**config.mk**
```make
export PLATFORM = sky130hd
export DESIGN_NAME = isotp_receive_reassembler_top_flat
export DESIGN_NICKNAME = d
export VERILOG_FILES = /design/src/rtl/core/isotp_rr_pkg.sv /design/src/rtl/core/isotp_rr_req_if.sv /design/src/rtl/core/isotp_rr_rsp_if.sv /design/src/rtl/core/isotp_rr_decode.sv /design/src/rtl/core/isotp_rr_emit.sv /design/src/rtl/core/isotp_receive_reassembler_top.sv /design/src/flat_wrapper.sv
export VERILOG_INCLUDE_DIRS = /design/src /design/src/rtl/core
export SDC_FILE = /design/constraint.sdc
export NUM_CORES = 1
export LEC_CHECK = 0
export BUFFER_PORTS_ARGS = -buffer_cell sky130_fd_sc_hd__buf_2
export CORE_MARGIN = 4
export CORE_UTILIZATION = 62
export CTS_CLUSTER_SIZE = 25
export DETAILED_ROUTE_END_ITERATION = 7
export HOLD_SLACK_MARGIN = 0.15
export MAX_ROUTING_LAYER = met4
export PLACE_DENSITY = 0.85
export SLEW_MARGIN = 25
export SYNTH_ARGS = -nofsm -noshare
export SYNTH_HDL_FRONTEND = slang
export SYNTH_HIERARCHICAL = 1
export SYNTH_SLANG_ARGS = --single-unit
```
**constraint.sdc**
```tcl
create_clock -name clock -period 8.9 [get_ports clock]
set_input_delay 0.445 -clock clock [delete_from_list [all_inputs] [get_ports clock]]
set_output_delay 0.445 -clock clock [all_outputs]
set_load 0.005 [all_outputs]
```
**src/rtl/core/isotp_receive_reassembler_top_defines.svh**
```systemverilog
// ----------------------------------------------------------------------------
// isotp_receive_reassembler_top_defines.svh
// Assertion macros shared by the ISO-TP receive reassembler RTL.
// ----------------------------------------------------------------------------
`ifndef ISOTP_RECEIVE_REASSEMBLER_TOP_DEFINES_SVH
`define ISOTP_RECEIVE_REASSEMBLER_TOP_DEFINES_SVH

`ifndef NO_ASSERTIONS
// same-cycle implication
`define ISOTP_RR_ASSERT_IMP(label, clk, rst, ante, cons) \
   label: assert property (@(posedge clk) disable iff (rst) (ante) |-> (cons)) \
      else $error("isotp_rr: same-cycle check failed");
// next-cycle implication
`define ISOTP_RR_ASSERT_NXT(label, clk, rst, ante, cons) \
   label: assert property (@(posedge clk) disable iff (rst) (ante) |=> (cons)) \
      else $error("isotp_rr: next-cycle check failed");
`else
`define ISOTP_RR_ASSERT_IMP(label, clk, rst, ante, cons)
`define ISOTP_RR_ASSERT_NXT(label, clk, rst, ante, cons)
`endif

`endif

```
**src/rtl/core/isotp_rr_pkg.sv**
```systemverilog
// ----------------------------------------------------------------------------
// isotp_rr_pkg
// Types and codes for the ISO-TP receive reassembler.
// ----------------------------------------------------------------------------
package isotp_rr_pkg;

   localparam int ID_W   = 29;
   localparam int BYTE_W = 8;
   localparam int LEN_W  = 12;
   localparam int EV_W   = 3;
   localparam int ERR_W  = 3;
   localparam int CSR_IDX_W = 2;

   // result events
   localparam logic [EV_W-1:0] EV_BYTE    = 3'd0;
   localparam logic [EV_W-1:0] EV_SEND_FC = 3'd1;
   localparam logic [EV_W-1:0] EV_TAKEN   = 3'd2;
   localparam logic [EV_W-1:0] EV_DONE    = 3'd3;
   localparam logic [EV_W-1:0] EV_PEER_FC = 3'd4;
   localparam logic [EV_W-1:0] EV_DROP    = 3'd5;
   localparam logic [EV_W-1:0] EV_FOREIGN = 3'd6;

   // error codes
   localparam logic [ERR_W-1:0] ERR_NONE       = 3'd0;
   localparam logic [ERR_W-1:0] ERR_SINGLE_LEN = 3'd1;
   localparam logic [ERR_W-1:0] ERR_NO_FIRST   = 3'd2;
   localparam logic [ERR_W-1:0] ERR_SEQUENCE   = 3'd3;
   localparam logic [ERR_W-1:0] ERR_TYPE       = 3'd5;

   // frame types (upper nibble of byte zero)
   localparam logic [3:0] FT_SINGLE = 4'd0;
   localparam logic [3:0] FT_FIRST  = 4'd1;
   localparam logic [3:0] FT_CONSEC = 4'd2;
   localparam logic [3:0] FT_FLOW   = 4'd3;

   localparam logic [3:0] SF_MAX_LEN   = 4'd7;
   localparam logic [2:0] FF_MAX_BYTES = 3'd6;
   localparam logic [2:0] CF_MAX_BYTES = 3'd7;
   localparam logic [3:0] SEQ_START    = 4'd1;

   // configuration register indexes
   localparam logic [CSR_IDX_W-1:0] CSR_CHANNEL_ID      = 2'd0;
   localparam logic [CSR_IDX_W-1:0] CSR_REPLY_ID        = 2'd1;
   localparam logic [CSR_IDX_W-1:0] CSR_BLOCK_SIZE      = 2'd2;
   localparam logic [CSR_IDX_W-1:0] CSR_SEPARATION_TIME = 2'd3;

   typedef struct packed {
      logic [ID_W-1:0]   channel_id;
      logic [ID_W-1:0]   reply_id;
      logic [BYTE_W-1:0] block_size;
      logic [BYTE_W-1:0] separation_time;
   } cfg_type;

   typedef struct packed {
      logic [ID_W-1:0]             frame_id;
      logic [7:0][BYTE_W-1:0]      data;     // data[0] is byte zero
   } frame_type;

   // everything the emitter needs to replay one frame's results
   typedef struct packed {
      logic [2:0]             nbytes;
      logic [6:0][BYTE_W-1:0] data;
      logic [LEN_W-1:0]       base;
      logic [LEN_W-1:0]       len;
      logic                   fc;
      logic [EV_W-1:0]        fin_ev;
      logic [BYTE_W-1:0]      fin_a;
      logic [BYTE_W-1:0]      fin_b;
      logic [ERR_W-1:0]       fin_err;
   } plan_type;

   typedef struct packed {
      logic [EV_W-1:0]   event_res;
      logic [BYTE_W-1:0] value_a;
      logic [BYTE_W-1:0] value_b;
      logic [LEN_W-1:0]  byte_offset;
      logic [LEN_W-1:0]  message_length;
      logic [ERR_W-1:0]  error_code;
      logic [ID_W-1:0]   target_id;
      logic              last;
   } result_type;

endpackage

```
**src/rtl/core/isotp_rr_req_if.sv**
```systemverilog
// ----------------------------------------------------------------------------
// isotp_rr_req_if
// CAN frame channel: valid/ready with identifier and eight data bytes.
// ----------------------------------------------------------------------------
interface isotp_rr_req_if;
   import isotp_rr_pkg::*;

   logic              valid;
   logic              ready;
   logic [ID_W-1:0]   frame_id;
   logic [BYTE_W-1:0] byte_zero;
   logic [BYTE_W-1:0] byte_one;
   logic [BYTE_W-1:0] byte_two;
   logic [BYTE_W-1:0] byte_three;
   logic [BYTE_W-1:0] byte_four;
   logic [BYTE_W-1:0] byte_five;
   logic [BYTE_W-1:0] byte_six;
   logic [BYTE_W-1:0] byte_seven;

   modport source (
      output valid, frame_id, byte_zero, byte_one, byte_two, byte_three,
             byte_four, byte_five, byte_six, byte_seven,
      input  ready
   );

   modport sink (
      input  valid, frame_id, byte_zero, byte_one, byte_two, byte_three,
             byte_four, byte_five, byte_six, byte_seven,
      output ready
   );
endinterface

```
**src/rtl/core/isotp_rr_rsp_if.sv**
```systemverilog
// ----------------------------------------------------------------------------
// isotp_rr_rsp_if
// Result channel: valid/ready with one reassembler result per transaction.
// ----------------------------------------------------------------------------
interface isotp_rr_rsp_if;
   import isotp_rr_pkg::*;

   logic              valid;
   logic              ready;
   logic [EV_W-1:0]   event_res;
   logic [BYTE_W-1:0] value_a;
   logic [BYTE_W-1:0] value_b;
   logic [LEN_W-1:0]  byte_offset;
   logic [LEN_W-1:0]  message_length;
   logic [ERR_W-1:0]  error_code;
   logic [ID_W-1:0]   target_id;
   logic              last;

   modport source (
      output valid, event_res, value_a, value_b, byte_offset, message_length,
             error_code, target_id, last,
      input  ready
   );

   modport sink (
      input  valid, event_res, value_a, value_b, byte_offset, message_length,
             error_code, target_id, last,
      output ready
   );
endinterface

```
**src/rtl/core/isotp_rr_decode.sv**
```systemverilog
// ----------------------------------------------------------------------------
// isotp_rr_decode
// Frame classifier and session state; builds the result plan of one frame.
// ----------------------------------------------------------------------------
`include "isotp_receive_reassembler_top_defines.svh"

module isotp_rr_decode (
   input  logic                   clock,
   input  logic                   reset,
   input  logic                   accept,
   input  isotp_rr_pkg::frame_type frame,
   input  isotp_rr_pkg::cfg_type  cfg,
   output isotp_rr_pkg::plan_type plan
);
   import isotp_rr_pkg::*;

   logic [LEN_W-1:0] el_ff, el_in;
   logic [LEN_W-1:0] rc_ff, rc_in;
   logic [3:0]       seq_ff, seq_in;
   logic [7:0]       fl_ff, fl_in;

   logic [3:0]       ftype, low;
   logic             own;
   logic [LEN_W-1:0] ff_len, remain, new_rc;
   logic [2:0]       ff_n, cf_n;

   assign ftype  = frame.data[0][7:4];
   assign low    = frame.data[0][3:0];
   assign own    = (frame.frame_id == cfg.channel_id);
   assign ff_len = {low, frame.data[1]};
   assign ff_n   = (ff_len < LEN_W'(FF_MAX_BYTES)) ? ff_len[2:0] : FF_MAX_BYTES;
   assign remain = (rc_ff < el_ff) ? (el_ff - rc_ff) : '0;
   assign cf_n   = (remain > LEN_W'(CF_MAX_BYTES)) ? CF_MAX_BYTES : remain[2:0];
   assign new_rc = rc_ff + LEN_W'(cf_n);

   always_comb begin
      plan         = '0;
      plan.len     = el_ff;
      plan.data    = frame.data[7:1];
      plan.fin_err = ERR_NONE;
      el_in        = el_ff;
      rc_in        = rc_ff;
      seq_in       = seq_ff;
      fl_in        = fl_ff;

      if (!own) begin
         plan.fin_ev = EV_FOREIGN;
      end else begin
         case (ftype)
            FT_SINGLE: begin
               el_in  = '0;
               rc_in  = '0;
               seq_in = '0;
               fl_in  = '0;
               if (low > SF_MAX_LEN) begin
                  plan.fin_ev  = EV_DROP;
                  plan.fin_err = ERR_SINGLE_LEN;
                  plan.len     = '0;
               end else begin
                  plan.nbytes = low[2:0];
                  plan.len    = LEN_W'(low);
                  plan.fin_ev = EV_DONE;
               end
            end
            FT_FIRST: begin
               plan.data   = {8'h00, frame.data[7:2]};
               plan.nbytes = ff_n;
               plan.len    = ff_len;
               plan.fc     = 1'b1;
               plan.fin_ev = EV_TAKEN;
               el_in       = ff_len;
               rc_in       = LEN_W'(ff_n);
               seq_in      = SEQ_START;
               fl_in       = cfg.block_size;
            end
            FT_CONSEC: begin
               if (el_ff == '0) begin
                  plan.fin_ev  = EV_DROP;
                  plan.fin_err = ERR_NO_FIRST;
                  plan.len     = '0;
               end else if (low != seq_ff) begin
                  plan.fin_ev  = EV_DROP;
                  plan.fin_err = ERR_SEQUENCE;
                  plan.len     = '0;
                  el_in        = '0;
                  rc_in        = '0;
               end else begin
                  plan.nbytes = cf_n;
                  plan.base   = rc_ff;
                  rc_in       = new_rc;
                  seq_in      = seq_ff + 4'd1;
                  if (new_rc >= el_ff) begin
                     plan.fin_ev = EV_DONE;
                     el_in       = '0;
                     rc_in       = '0;
                     seq_in      = '0;
                     fl_in       = '0;
                  end else begin
                     plan.fin_ev = EV_TAKEN;
                     if (fl_ff == 8'd1) begin
                        plan.fc = 1'b1;
                        fl_in   = cfg.block_size;
                     end else if (fl_ff != 8'd0) begin
                        fl_in = fl_ff - 8'd1;
                     end
                  end
               end
            end
            FT_FLOW: begin
               plan.fin_ev = EV_PEER_FC;
               plan.fin_a  = frame.data[1];
               plan.fin_b  = frame.data[2];
            end
            default: begin
               plan.fin_ev  = EV_DROP;
               plan.fin_err = ERR_TYPE;
            end
         endcase
      end
   end

   always_ff @(posedge clock) begin
      if (reset) begin
         el_ff  <= '0;
         rc_ff  <= '0;
         seq_ff <= '0;
         fl_ff  <= '0;
      end else if (accept) begin
         el_ff  <= el_in;
         rc_ff  <= rc_in;
         seq_ff <= seq_in;
         fl_ff  <= fl_in;
      end
   end

   // byte count never passes the announced length
   `ISOTP_RR_ASSERT_IMP(a_count_in_range, clock, reset, 1'b1, rc_ff <= el_ff)
   // a first frame on this channel always arms the sequence counter
   `ISOTP_RR_ASSERT_NXT(a_first_arms_seq, clock, reset, accept && own && (ftype == FT_FIRST), seq_ff == SEQ_START)

endmodule

```
**src/rtl/core/isotp_rr_emit.sv**
```systemverilog
// ----------------------------------------------------------------------------
// isotp_rr_emit
// Plan register and result sequencer: one result per cycle into an
// output register, unless the receiver stalls.
// ----------------------------------------------------------------------------
`include "isotp_receive_reassembler_top_defines.svh"

module isotp_rr_emit (
   input  logic                     clock,
   input  logic                     reset,
   input  isotp_rr_pkg::cfg_type    cfg,
   input  logic                     in_valid,
   output logic                     in_ready,
   input  isotp_rr_pkg::plan_type   plan_in,
   output logic                     out_valid,
   input  logic                     out_ready,
   output isotp_rr_pkg::result_type out_res
);
   import isotp_rr_pkg::*;

   plan_type   plan_ff;
   logic       plan_valid_ff, plan_valid_in;
   logic [3:0] idx_ff, idx_in;
   logic       out_valid_ff, out_valid_in;
   result_type res_ff, res_in;

   logic is_byte, is_fc, is_final, gen, in_accept;

   assign is_byte   = idx_ff < {1'b0, plan_ff.nbytes};
   assign is_fc     = plan_ff.fc && (idx_ff == {1'b0, plan_ff.nbytes});
   assign is_final  = !is_byte && !is_fc;
   assign gen       = plan_valid_ff && (!out_valid_ff || out_ready);
   assign in_ready  = !plan_valid_ff || (gen && is_final);
   assign in_accept = in_valid && in_ready;

   always_comb begin
      res_in                = '0;
      res_in.message_length = plan_ff.len;
      res_in.last           = is_final;
      if (is_byte) begin
         res_in.event_res   = EV_BYTE;
         res_in.value_a     = plan_ff.data[idx_ff[2:0]];
         res_in.byte_offset = plan_ff.base + LEN_W'(idx_ff);
      end else if (is_fc) begin
         res_in.event_res = EV_SEND_FC;
         res_in.value_a   = cfg.block_size;
         res_in.value_b   = cfg.separation_time;
         res_in.target_id = cfg.reply_id;
      end else begin
         res_in.event_res  = plan_ff.fin_ev;
         res_in.value_a    = plan_ff.fin_a;
         res_in.value_b    = plan_ff.fin_b;
         res_in.error_code = plan_ff.fin_err;
      end
   end

   always_comb begin
      plan_valid_in = plan_valid_ff;
      idx_in        = idx_ff;
      if (in_accept) begin
         plan_valid_in = 1'b1;
         idx_in        = '0;
      end else if (gen) begin
         if (is_final) begin
            plan_valid_in = 1'b0;
         end else begin
            idx_in = idx_ff + 4'd1;
         end
      end
      out_valid_in = gen ? 1'b1 : (out_valid_ff && !out_ready);
   end

   always_ff @(posedge clock) begin
      if (reset) begin
         plan_valid_ff <= 1'b0;
         idx_ff        <= '0;
         out_valid_ff  <= 1'b0;
      end else begin
         plan_valid_ff <= plan_valid_in;
         idx_ff        <= idx_in;
         out_valid_ff  <= out_valid_in;
      end
   end

   always_ff @(posedge clock) begin
      if (in_accept) begin
         plan_ff <= plan_in;
      end
      if (gen) begin
         res_ff <= res_in;
      end
   end

   assign out_valid = out_valid_ff;
   assign out_res   = res_ff;

   // plan retires once its final result is loaded, unless refilled
   `ISOTP_RR_ASSERT_NXT(a_plan_retires, clock, reset, gen && is_final && !in_accept, !plan_valid_ff)
   // sequencer never walks past the last result of the plan
   `ISOTP_RR_ASSERT_IMP(a_idx_bound, clock, reset, plan_valid_ff, idx_ff <= ({1'b0, plan_ff.nbytes} + {3'b000, plan_ff.fc}))

endmodule

```
**src/rtl/core/isotp_receive_reassembler_top.sv**
```systemverilog
// ----------------------------------------------------------------------------
// isotp_receive_reassembler_top
// ISO-TP (ISO 15765-2) receive reassembler for one CAN channel.
// ----------------------------------------------------------------------------
// Usage:
//  - req_chan carries one classic CAN frame per transaction (identifier and
//    eight data bytes). rsp_chan carries one result per transaction; the
//    final result of each frame has last set.
//  - csr_we/csr_index/csr_wdata write channel_id, reply_id, block_size and
//    separation_time; write them only while no frame is in flight.
//  - A frame yields 1 to 9 results (single: up to 8, first: up to 8,
//    consecutive: up to 9, others: 1). Results leave one per cycle unless stalled.
//  - Path: the frame transaction loads the plan register, the sequencer
//    then loads the first result into the output register, and that
//    result can be taken from there by the receiver.
//  - Back-to-back: the result sequencer is busy until a frame's last result
//    is loaded; the next frame is taken in the cycle that last result enters
//    the output register, so back-to-back frames leave no gap.
//  - Receiver stall: the output register holds its result and the sequencer
//    waits; req_chan.ready drops once the plan register is occupied.
//  - Reset: session state (length, count, sequence, block counter) and the
//    configuration registers clear to zero; no results are pending.
// ----------------------------------------------------------------------------
module isotp_receive_reassembler_top (
   input  logic                                  clock,
   input  logic                                  reset,
   isotp_rr_req_if.sink                          req_chan,
   isotp_rr_rsp_if.source                        rsp_chan,
   input  logic                                  csr_we,
   input  logic [isotp_rr_pkg::CSR_IDX_W-1:0]    csr_index,
   input  logic [isotp_rr_pkg::ID_W-1:0]         csr_wdata
);
   import isotp_rr_pkg::*;

   cfg_type    cfg_ff, cfg_in;
   frame_type  frame;
   plan_type   plan;
   result_type res;
   logic       req_accept;

   // configuration registers
   always_comb begin
      cfg_in = cfg_ff;
      if (csr_we) begin
         case (csr_index)
            CSR_CHANNEL_ID:      cfg_in.channel_id      = csr_wdata;
            CSR_REPLY_ID:        cfg_in.reply_id        = csr_wdata;
            CSR_BLOCK_SIZE:      cfg_in.block_size      = csr_wdata[BYTE_W-1:0];
            CSR_SEPARATION_TIME: cfg_in.separation_time = csr_wdata[BYTE_W-1:0];
            default:             cfg_in = cfg_ff;
         endcase
      end
   end

   always_ff @(posedge clock) begin
      if (reset) begin
         cfg_ff <= '0;
      end else begin
         cfg_ff <= cfg_in;
      end
   end

   // incoming frame
   assign frame.frame_id = req_chan.frame_id;
   assign frame.data     = {req_chan.byte_seven, req_chan.byte_six, req_chan.byte_five,
                            req_chan.byte_four, req_chan.byte_three, req_chan.byte_two,
                            req_chan.byte_one, req_chan.byte_zero};
   assign req_accept     = req_chan.valid && req_chan.ready;

   // classify the frame and advance the session on the transaction
   isotp_rr_decode u_decode (
      .clock  (clock),
      .reset  (reset),
      .accept (req_accept),
      .frame  (frame),
      .cfg    (cfg_ff),
      .plan   (plan)
   );

   // replay the plan, one result per cycle while rsp_chan is not stalled
   isotp_rr_emit u_emit (
      .clock     (clock),
      .reset     (reset),
      .cfg       (cfg_ff),
      .in_valid  (req_chan.valid),
      .in_ready  (req_chan.ready),
      .plan_in   (plan),
      .out_valid (rsp_chan.valid),
      .out_ready (rsp_chan.ready),
      .out_res   (res)
   );

   assign rsp_chan.event_res      = res.event_res;
   assign rsp_chan.value_a        = res.value_a;
   assign rsp_chan.value_b        = res.value_b;
   assign rsp_chan.byte_offset    = res.byte_offset;
   assign rsp_chan.message_length = res.message_length;
   assign rsp_chan.error_code     = res.error_code;
   assign rsp_chan.target_id      = res.target_id;
   assign rsp_chan.last           = res.last;

endmodule

```
**src/flat_wrapper.sv**
```systemverilog
// flat-port wrapper written by rule: the top's interface ports become plain ports
module isotp_receive_reassembler_top_flat import isotp_rr_pkg::*;
  (clock, reset, csr_we, csr_index, csr_wdata, req_chan_valid, req_chan_frame_id, req_chan_byte_zero, req_chan_byte_one, req_chan_byte_two, req_chan_byte_three, req_chan_byte_four, req_chan_byte_five, req_chan_byte_six, req_chan_byte_seven, req_chan_ready, rsp_chan_valid, rsp_chan_event_res, rsp_chan_value_a, rsp_chan_value_b, rsp_chan_byte_offset, rsp_chan_message_length, rsp_chan_error_code, rsp_chan_target_id, rsp_chan_last, rsp_chan_ready);
  isotp_rr_req_if req_chan_i ();
  isotp_rr_rsp_if rsp_chan_i ();
  input  logic clock;
  input  logic reset;
  input  logic csr_we;
  input  logic [isotp_rr_pkg::CSR_IDX_W-1:0] csr_index;
  input  logic [isotp_rr_pkg::ID_W-1:0] csr_wdata;
  input wire logic [$bits(req_chan_i.valid)-1:0] req_chan_valid;
  input wire logic [$bits(req_chan_i.frame_id)-1:0] req_chan_frame_id;
  input wire logic [$bits(req_chan_i.byte_zero)-1:0] req_chan_byte_zero;
  input wire logic [$bits(req_chan_i.byte_one)-1:0] req_chan_byte_one;
  input wire logic [$bits(req_chan_i.byte_two)-1:0] req_chan_byte_two;
  input wire logic [$bits(req_chan_i.byte_three)-1:0] req_chan_byte_three;
  input wire logic [$bits(req_chan_i.byte_four)-1:0] req_chan_byte_four;
  input wire logic [$bits(req_chan_i.byte_five)-1:0] req_chan_byte_five;
  input wire logic [$bits(req_chan_i.byte_six)-1:0] req_chan_byte_six;
  input wire logic [$bits(req_chan_i.byte_seven)-1:0] req_chan_byte_seven;
  output wire logic [$bits(req_chan_i.ready)-1:0] req_chan_ready;
  output wire logic [$bits(rsp_chan_i.valid)-1:0] rsp_chan_valid;
  output wire logic [$bits(rsp_chan_i.event_res)-1:0] rsp_chan_event_res;
  output wire logic [$bits(rsp_chan_i.value_a)-1:0] rsp_chan_value_a;
  output wire logic [$bits(rsp_chan_i.value_b)-1:0] rsp_chan_value_b;
  output wire logic [$bits(rsp_chan_i.byte_offset)-1:0] rsp_chan_byte_offset;
  output wire logic [$bits(rsp_chan_i.message_length)-1:0] rsp_chan_message_length;
  output wire logic [$bits(rsp_chan_i.error_code)-1:0] rsp_chan_error_code;
  output wire logic [$bits(rsp_chan_i.target_id)-1:0] rsp_chan_target_id;
  output wire logic [$bits(rsp_chan_i.last)-1:0] rsp_chan_last;
  input wire logic [$bits(rsp_chan_i.ready)-1:0] rsp_chan_ready;
  assign req_chan_i.valid = req_chan_valid;
  assign req_chan_i.frame_id = req_chan_frame_id;
  assign req_chan_i.byte_zero = req_chan_byte_zero;
  assign req_chan_i.byte_one = req_chan_byte_one;
  assign req_chan_i.byte_two = req_chan_byte_two;
  assign req_chan_i.byte_three = req_chan_byte_three;
  assign req_chan_i.byte_four = req_chan_byte_four;
  assign req_chan_i.byte_five = req_chan_byte_five;
  assign req_chan_i.byte_six = req_chan_byte_six;
  assign req_chan_i.byte_seven = req_chan_byte_seven;
  assign req_chan_ready = req_chan_i.ready;
  assign rsp_chan_valid = rsp_chan_i.valid;
  assign rsp_chan_event_res = rsp_chan_i.event_res;
  assign rsp_chan_value_a = rsp_chan_i.value_a;
  assign rsp_chan_value_b = rsp_chan_i.value_b;
  assign rsp_chan_byte_offset = rsp_chan_i.byte_offset;
  assign rsp_chan_message_length = rsp_chan_i.message_length;
  assign rsp_chan_error_code = rsp_chan_i.error_code;
  assign rsp_chan_target_id = rsp_chan_i.target_id;
  assign rsp_chan_last = rsp_chan_i.last;
  assign rsp_chan_i.ready = rsp_chan_ready;
  isotp_receive_reassembler_top u_core (.clock(clock), .reset(reset), .req_chan(req_chan_i), .rsp_chan(rsp_chan_i), .csr_we(csr_we), .csr_index(csr_index), .csr_wdata(csr_wdata));
endmodule
```
======== Word level (Yosys, flattened, before mapping) ========
Cells that the tools add are included.
W data, S select, Z words.
storage, ports and cells
  flip-flop bits (word level) ............. 298
  output and inout bits ................... 78
  logic and storage cells ................. 158
operators by class
  bitwise operators ....................... 4
  reduce and logical (&&, ||, !) cells .... 36
  eq/ne operators ......................... 14
  add/subtract/negate cells ............... 6
  order comparisons ....................... 7
  mux-type cells .......................... 56
operator list
  kind                   count
  $mux W12               12
  $pmux W12 S3           3
  $mux W81               1
  $mux W56               1
  $mux W8                7
  $eq A29 B29 Y1         1
  $bmux W8 S3            1
  $mux W3                8
  $pmux W8 S3            1
  $pmux W3 S3            2
  $mux W17               1
  $mux W4                4
  $reduce_and A2 Y1      7
  $add A12 B3 Y12        1
  $add A12 B4 Y12        1
  $ge A12 B12 Y1         1
  $gt A12 B3 Y1 const B  1
  $logic_not A12 Y1      1
  $lt A12 B12 Y1         1
  $lt A12 B3 Y1 const B  1
  $pmux W3 S4            1
  $pmux W4 S3            1
  $sub A12 B12 Y12       1
  $mux W1                10
  31 further kinds       54

======== Depth between registers and ports, before layout ========
  word-level depth ........................ 11
  depth in mapped cells ................... 27
  gate-level depth less buffers ........... 26

======== Modules after synthesis ========
The synthesis kept the hierarchy.
modules (own cells, without submodules)
  module                         sequential area each (um^2)  cells an instance  area each (um^2)  instances
  isotp_rr_emit                  5,585.4                      409                7,138.1           1
  isotp_rr_decode                720.7                        702                4,762.1           1
  isotp_receive_reassembler_top  1,481.4                      276                3,001.6           1

======== Worst setup path after synthesis ========
OpenSTA, ideal clock, no wires.
  kind .................................... register to register
  from .................................... register u_core.u_decode.el_ff[0]
  to ...................................... register u_core.u_decode.seq_ff[3]
  period minus slack after synthesis ...... 5,545 ps
  arrival time ............................ 5,475 ps
  setup slack ............................. 3,355 ps
  cell stages (with the launch flop) ...... 24
  setup time .............................. 71 ps
  buffers on the path ..................... 1
  cell sequence ........................... dfxtp_1 > inv_1 > ha_1 > fa_1 > nand2b_1 > o2bb2ai_1 > a2111oi_0 > o221ai_1 > nor4_1 > and3_1 > a21oi_1 > ha_1 > a21oi_1 > a2111oi_2 > and3_1 > xnor2_1 > ha_1 > a211oi_1 > o21ai_0 > a21oi_1 > o21ai_0 > clkbuf_1 > or4_1 > a21oi_1
between the ends
  cells in the longest elaborated chain, start to end .. 10
RTL lines
  item                                                       line                    text
  from (decl)                                                isotp_rr_decode.sv:17   logic [LEN_W-1:0] el_ff, el_in;
  from (signal assigned)                                     isotp_rr_decode.sv:129  el_ff <= el_in;
  $sub A12 B12 Y12 / $lt A12 B12 Y1 (equally long branches)  isotp_rr_decode.sv:32   assign remain = (rc_ff < el_ff) ? (el_ff - rc_ff) : '0;
  $mux W12                                                   isotp_rr_decode.sv:32
  $gt A12 B3 Y1                                              isotp_rr_decode.sv:33   assign cf_n = (remain > LEN_W'(CF_MAX_BYTES)) ? CF_MAX_BYTES : remain[2:0];
  $mux W3                                                    isotp_rr_decode.sv:33
  $add A12 B3 Y12                                            isotp_rr_decode.sv:34   assign new_rc = rc_ff + LEN_W'(cf_n);
  $ge A12 B12 Y1                                             isotp_rr_decode.sv:92   if (new_rc >= el_ff) begin
  $mux W4                                                    isotp_rr_decode.sv:92
  $mux W4                                                    isotp_rr_decode.sv:81   end else if (low != seq_ff) begin
  $mux W4                                                    isotp_rr_decode.sv:77   if (el_ff == '0) begin
  $pmux W4 S3                                                isotp_rr_decode.sv:49   case (ftype)
  to (signal assigned)                                       isotp_rr_decode.sv:131  seq_ff <= seq_in;
  to (decl)                                                  isotp_rr_decode.sv:19   logic [3:0] seq_ff, seq_in;
Several ways; a longest one is shown, not always the timed one. The select of a mux whose other input is x is not followed.
A chain may end at the register's enable or synchronous reset.

======== Worst setup path in the final report ========
  from .................................... register u_core.u_decode.el_ff[0]
  to ...................................... register u_core.u_decode.el_ff[0]
between the ends
  cells in the longest elaborated chain, start to end .. 8
RTL lines
  item                                                       line
  $sub A12 B12 Y12 / $lt A12 B12 Y1 (equally long branches)  isotp_rr_decode.sv:32
  $mux W12                                                   isotp_rr_decode.sv:32
  $gt A12 B3 Y1                                              isotp_rr_decode.sv:33
  $mux W3                                                    isotp_rr_decode.sv:33
  $add A12 B3 Y12                                            isotp_rr_decode.sv:34
  $ge A12 B12 Y1                                             isotp_rr_decode.sv:92
  $ne A3 B3 Y1 (no line)                                     n/a
  $reduce_and A5 Y1 (no line) *                              n/a
Every way passes the cells marked *; elsewhere a longest branch is shown, timed or not.

==> run_results.csv <==
group,metric,value,unit
run_status,status,"complete, no violations",
die,die_area,0.0266,mm^2
sta,finalMaxSlewViolations,0,
global_route,grt_pass1_vias,10500,
worst_setup_path,cp_top_family,"compound AO/OA/AOI/OAI gates",
clock_network,path_clk_slew,70,ps
clock_network,cts_buffers,29,
detailed_routing,drt-total-wl,37000,um
sta,rsz0062_at_grt,"false",
die,die_w,163,um
yosys,synthMuxAreaShare,0.0841,
worst_setup_path,critPathMaxFanout,12,
yosys,synthTopCellsByCount,"204 x nand2_1, 182 x edfxtp_1, 123 x nand2b_1",
sta,period_share,0.783,
yosys,synth-simple-area-share,0.207,
cells_and_area,drive_gt1_frac,0.185,
yosys,ys_top_cells_by_area,"edfxtp_1 37%, dfxtp_1 16%, mux2i_1 7.1%, nand2b_1 5.2%, nand2_1 5.1%",
yosys,synth_top_family_by_area,"simple AND/OR/NAND/NOR gates",
clock_network,root_buffer,"clkbuf_16",
sta,worst_pin_slew,1030,ps
yosys,synth_edf_count,182,
detailed_routing,avgViaCountPerCell,5.79,
worst_setup_path,cpMostUsedCell,"ha_1",
yosys,syn_area,0.0149,mm^2
detailed_routing,drc,0,
job,cap_viol_max_count,0,
worst_setup_path,arrival,7400,ps
power,p_total,2.93,mW
yosys,synth.most_common_cell,"nand2_1",
power,p_per_area,173,mW/mm^2
worst_setup_path,crit_buf_inv,1,
yosys,ys_ff_latch,298,
die,rows,56,
worst_setup_path,slowest_delay,750,ps
detailed_routing,antenna_left,0,
place,pre_cts_ws,2050,ps
cells_and_area,area_growth,13.7,%
place,port_buffers,206,
worst_setup_path,slowest_stage,"o211ai_1",
sta,finalHoldViolations,0,
yosys,syn_inst,1387,
sta,max_freq,143,MHz
yosys,synth-compound-area-share,0.0768,
yosys,syn_nets,1558,
clock_network,clock_latency,560,ps
sta,relSlewSlack,0.312,
die,initial_core_util,0.633,
detailed_routing,dr.pass1.iters,5,
clock_network,cts_sinks,298,
global_route,grt_pass1_wl,57300,um
yosys,ys_seq_area_frac,0.523,
worst_setup_path,path_cells,"inv_1 -> ha_1 -> fa_1 -> nand2b_1 -> o2bb2ai_1 -> a2111oi_0 -> o221ai_1 -> nor4_1 -> and3_1 -> a21oi_1 -> ha_1 -> a21oi_1 -> a2111oi_2 -> and3_1 -> nand3_1 -> xnor2_1 -> ha_1 -> o211ai_1 -> o211ai_1 -> nand2_1 -> mux2_2",
yosys,yosysTopAreaCell,"edfxtp_1",
global_route,overflow,0,
yosys,yosysUniqueCellTypes,73,
worst_setup_path,required,9330,ps
worst_setup_path,cp-end-kind,"register",
yosys,avgSynthCellArea,10.7,um^2
die,dieHeight,163,um
cells_and_area,fillCellCount,1725,
place,dp_hpwl,25700,um
worst_setup_path,crit_type,"register to register",
min_path,hold_path_class,"input port to register",
yosys,synth_ff_type,"edfxtp_1",
yosys,async_flop_share,0,
detailed_routing,wl_per_cell,19.4,um
cells_and_area,layoutNonFillerInstCount,1903,
sta,layout_setup_ws,1930,ps
detailed_routing,drt-initial-drc-count,1092,
yosys,synth_xor_area_frac,0.0353,
die,core-area,0.0235,mm^2
clock_network,cts_tree,"built",
power,vdd_drop_max,0.000131,V
yosys,yosys_warnings,6,
sta,finClkSkew,24.1,ps
worst_setup_path,critPathLaunchType,"register",
yosys,synth_top_area_share,0.367,
power,p_leak,7.13,nW
place,dp_cells,1848,
global_route,grtUsageTotal,0.279,
clock_network,cts_setup_buffers,0,
die,num_io_pins,207,
yosys,yosys.area_share.adder,0.0368,
global_route,antenna_found_initial,1,
place,place_congestion,0.929,
detailed_routing,num_vias,11000,
global_route,grt_max_degree,120,
cells_and_area,seq_area,0.00779,mm^2
cells_and_area,multi_input_area,0.00658,mm^2
sta,period_minus_slack,6970,ps
clock_network,h-tree-depth,1,
cells_and_area,nets,1732,
clock_network,ctsResizeCount,0,
sta,fin_tns_setup,0,ps
clock_network,cts_buffer_depth,3,
sta,setup_viol,0,
clock_network,cts_hold_buf,0,
[cell families (layout without fill, tap and decap cells)]
| kind of cell | Yosys count | count (layout) |
|---|---|---|
| xor gates and xnor gates | 60 | 60 |
| DFF | 298 | 298 |
| AOI/OAI and AO/OA | 163 | 163 |
| other | 0 | 1 |
| buffers and inverters | 118 | 314 |
| and+or+nand+nor | 591 | 591 |
| muxes | 115 | 115 |
| adders and majority gates | 42 | 42 |
[per-layer routing]
metal / wire length, um / vias up / track usage / part of all wire
li1: - / 5230 / - / -
met1: 15600 / 5245 / 0.375 / 0.42
met2: 17600 / 489 / 0.450 / 0.48
met3: 3110 / 52 / 0.0495 / 0.084
met4: 671 / 0 / 0.0644 / 0.018
met5: 0 / - / - / 0
[tightest hold or removal path: cells and delay by family]
family        cells  cell delay (ps)
buf+inv           1               90
simple gates      2               80
[per-stage QoR]
stage / utilization / cell area, um^2 / hold slack [ps]
finish: 0.720 / 16900 / 164
global route: 0.720 / 16900 / 155
CTS: 0.718 / 16900 / 150
detailed placement: 0.681 / 16000 / 405
global placement: 0.681 / 16000 / 403
floorplan: - / 14900 / 400
[final cells by class]
cell class	count	share of cell area
multi-input cells	971	0.388
clock buffers	41	0.0467
well taps	319	0.0236
inverters	43	0.00953
diodes	1	0.000148
flip-flops and latches	298	0.460
repair buffers	218	0.0673
clock inverters	12	0.00495
[power breakdown]
group / switching, mW / internal (mW) / total (mW)
clock network: 0.502 / 0.644 / 1.15
logic: 0.136 / 0.0933 / 0.229
registers: 0.0250 / 1.53 / 1.56
total: 0.663 / 2.27 / 2.93
[state kept, by name, indices dropped and copies added (netlist names)]
signal and cells:
u_core/u_emit/plan_valid_ff 1, u_core/u_decode/el_ff 12, u_core/u_decode/rc_ff 12, u_core/u_emit/out_res 76, u_core/cfg_ff 74, u_core/u_emit/plan_ff 106, u_core/u_emit/out_valid 1, u_core/u_decode/fl_ff 8
u_core/u_emit/idx_ff 4, u_core/u_decode/seq_ff 4
[cells in the final DEF (no fill, tap or decap), types with 8 or more instances in the layout]
master and count:
buf_2 205, nand2_1 204, edfxtp_1 182, nand2b_1 123, dfxtp_1 116, mux2i_1 105, nor2_1 62, inv_1 43
xor2_1 40, and3_1 40, ha_1 39, o21ai_0 35, a21oi_1 30, clkbuf_16 29, and2_1 28, nand3_1 27
a22o_1 22, nor3_1 20, xnor2_1 20, o211ai_1 20, nand3b_1 19, nor2b_1 12, buf_4 11, nor4_1 11
clkbuf_1 10, nand4_1 8, a211oi_1 8, mux4_2 8
[worst paths after layout]
check                                        startpoint                               endpoint  slack, ps  cells after the start
hold reg to reg     u_core/u_emit/plan_ff[23]$_DFFE_PP_    u_core/u_emit/out_res[33]$_DFFE_PP_        420                      0
setup / recovery  u_core/u_decode/el_ff[0]$_SDFFE_PP0P_  u_core/u_decode/el_ff[0]$_SDFFE_PP0P_       1930                     21
setup reg to reg  u_core/u_decode/el_ff[0]$_SDFFE_PP0P_  u_core/u_decode/el_ff[0]$_SDFFE_PP0P_       1930                     21
hold / removal                   req_chan_byte_three[3]    u_core/u_emit/plan_ff[58]$_DFFE_PP_        160                      3
No activity file was read; power rests on OpenSTA's default activity.
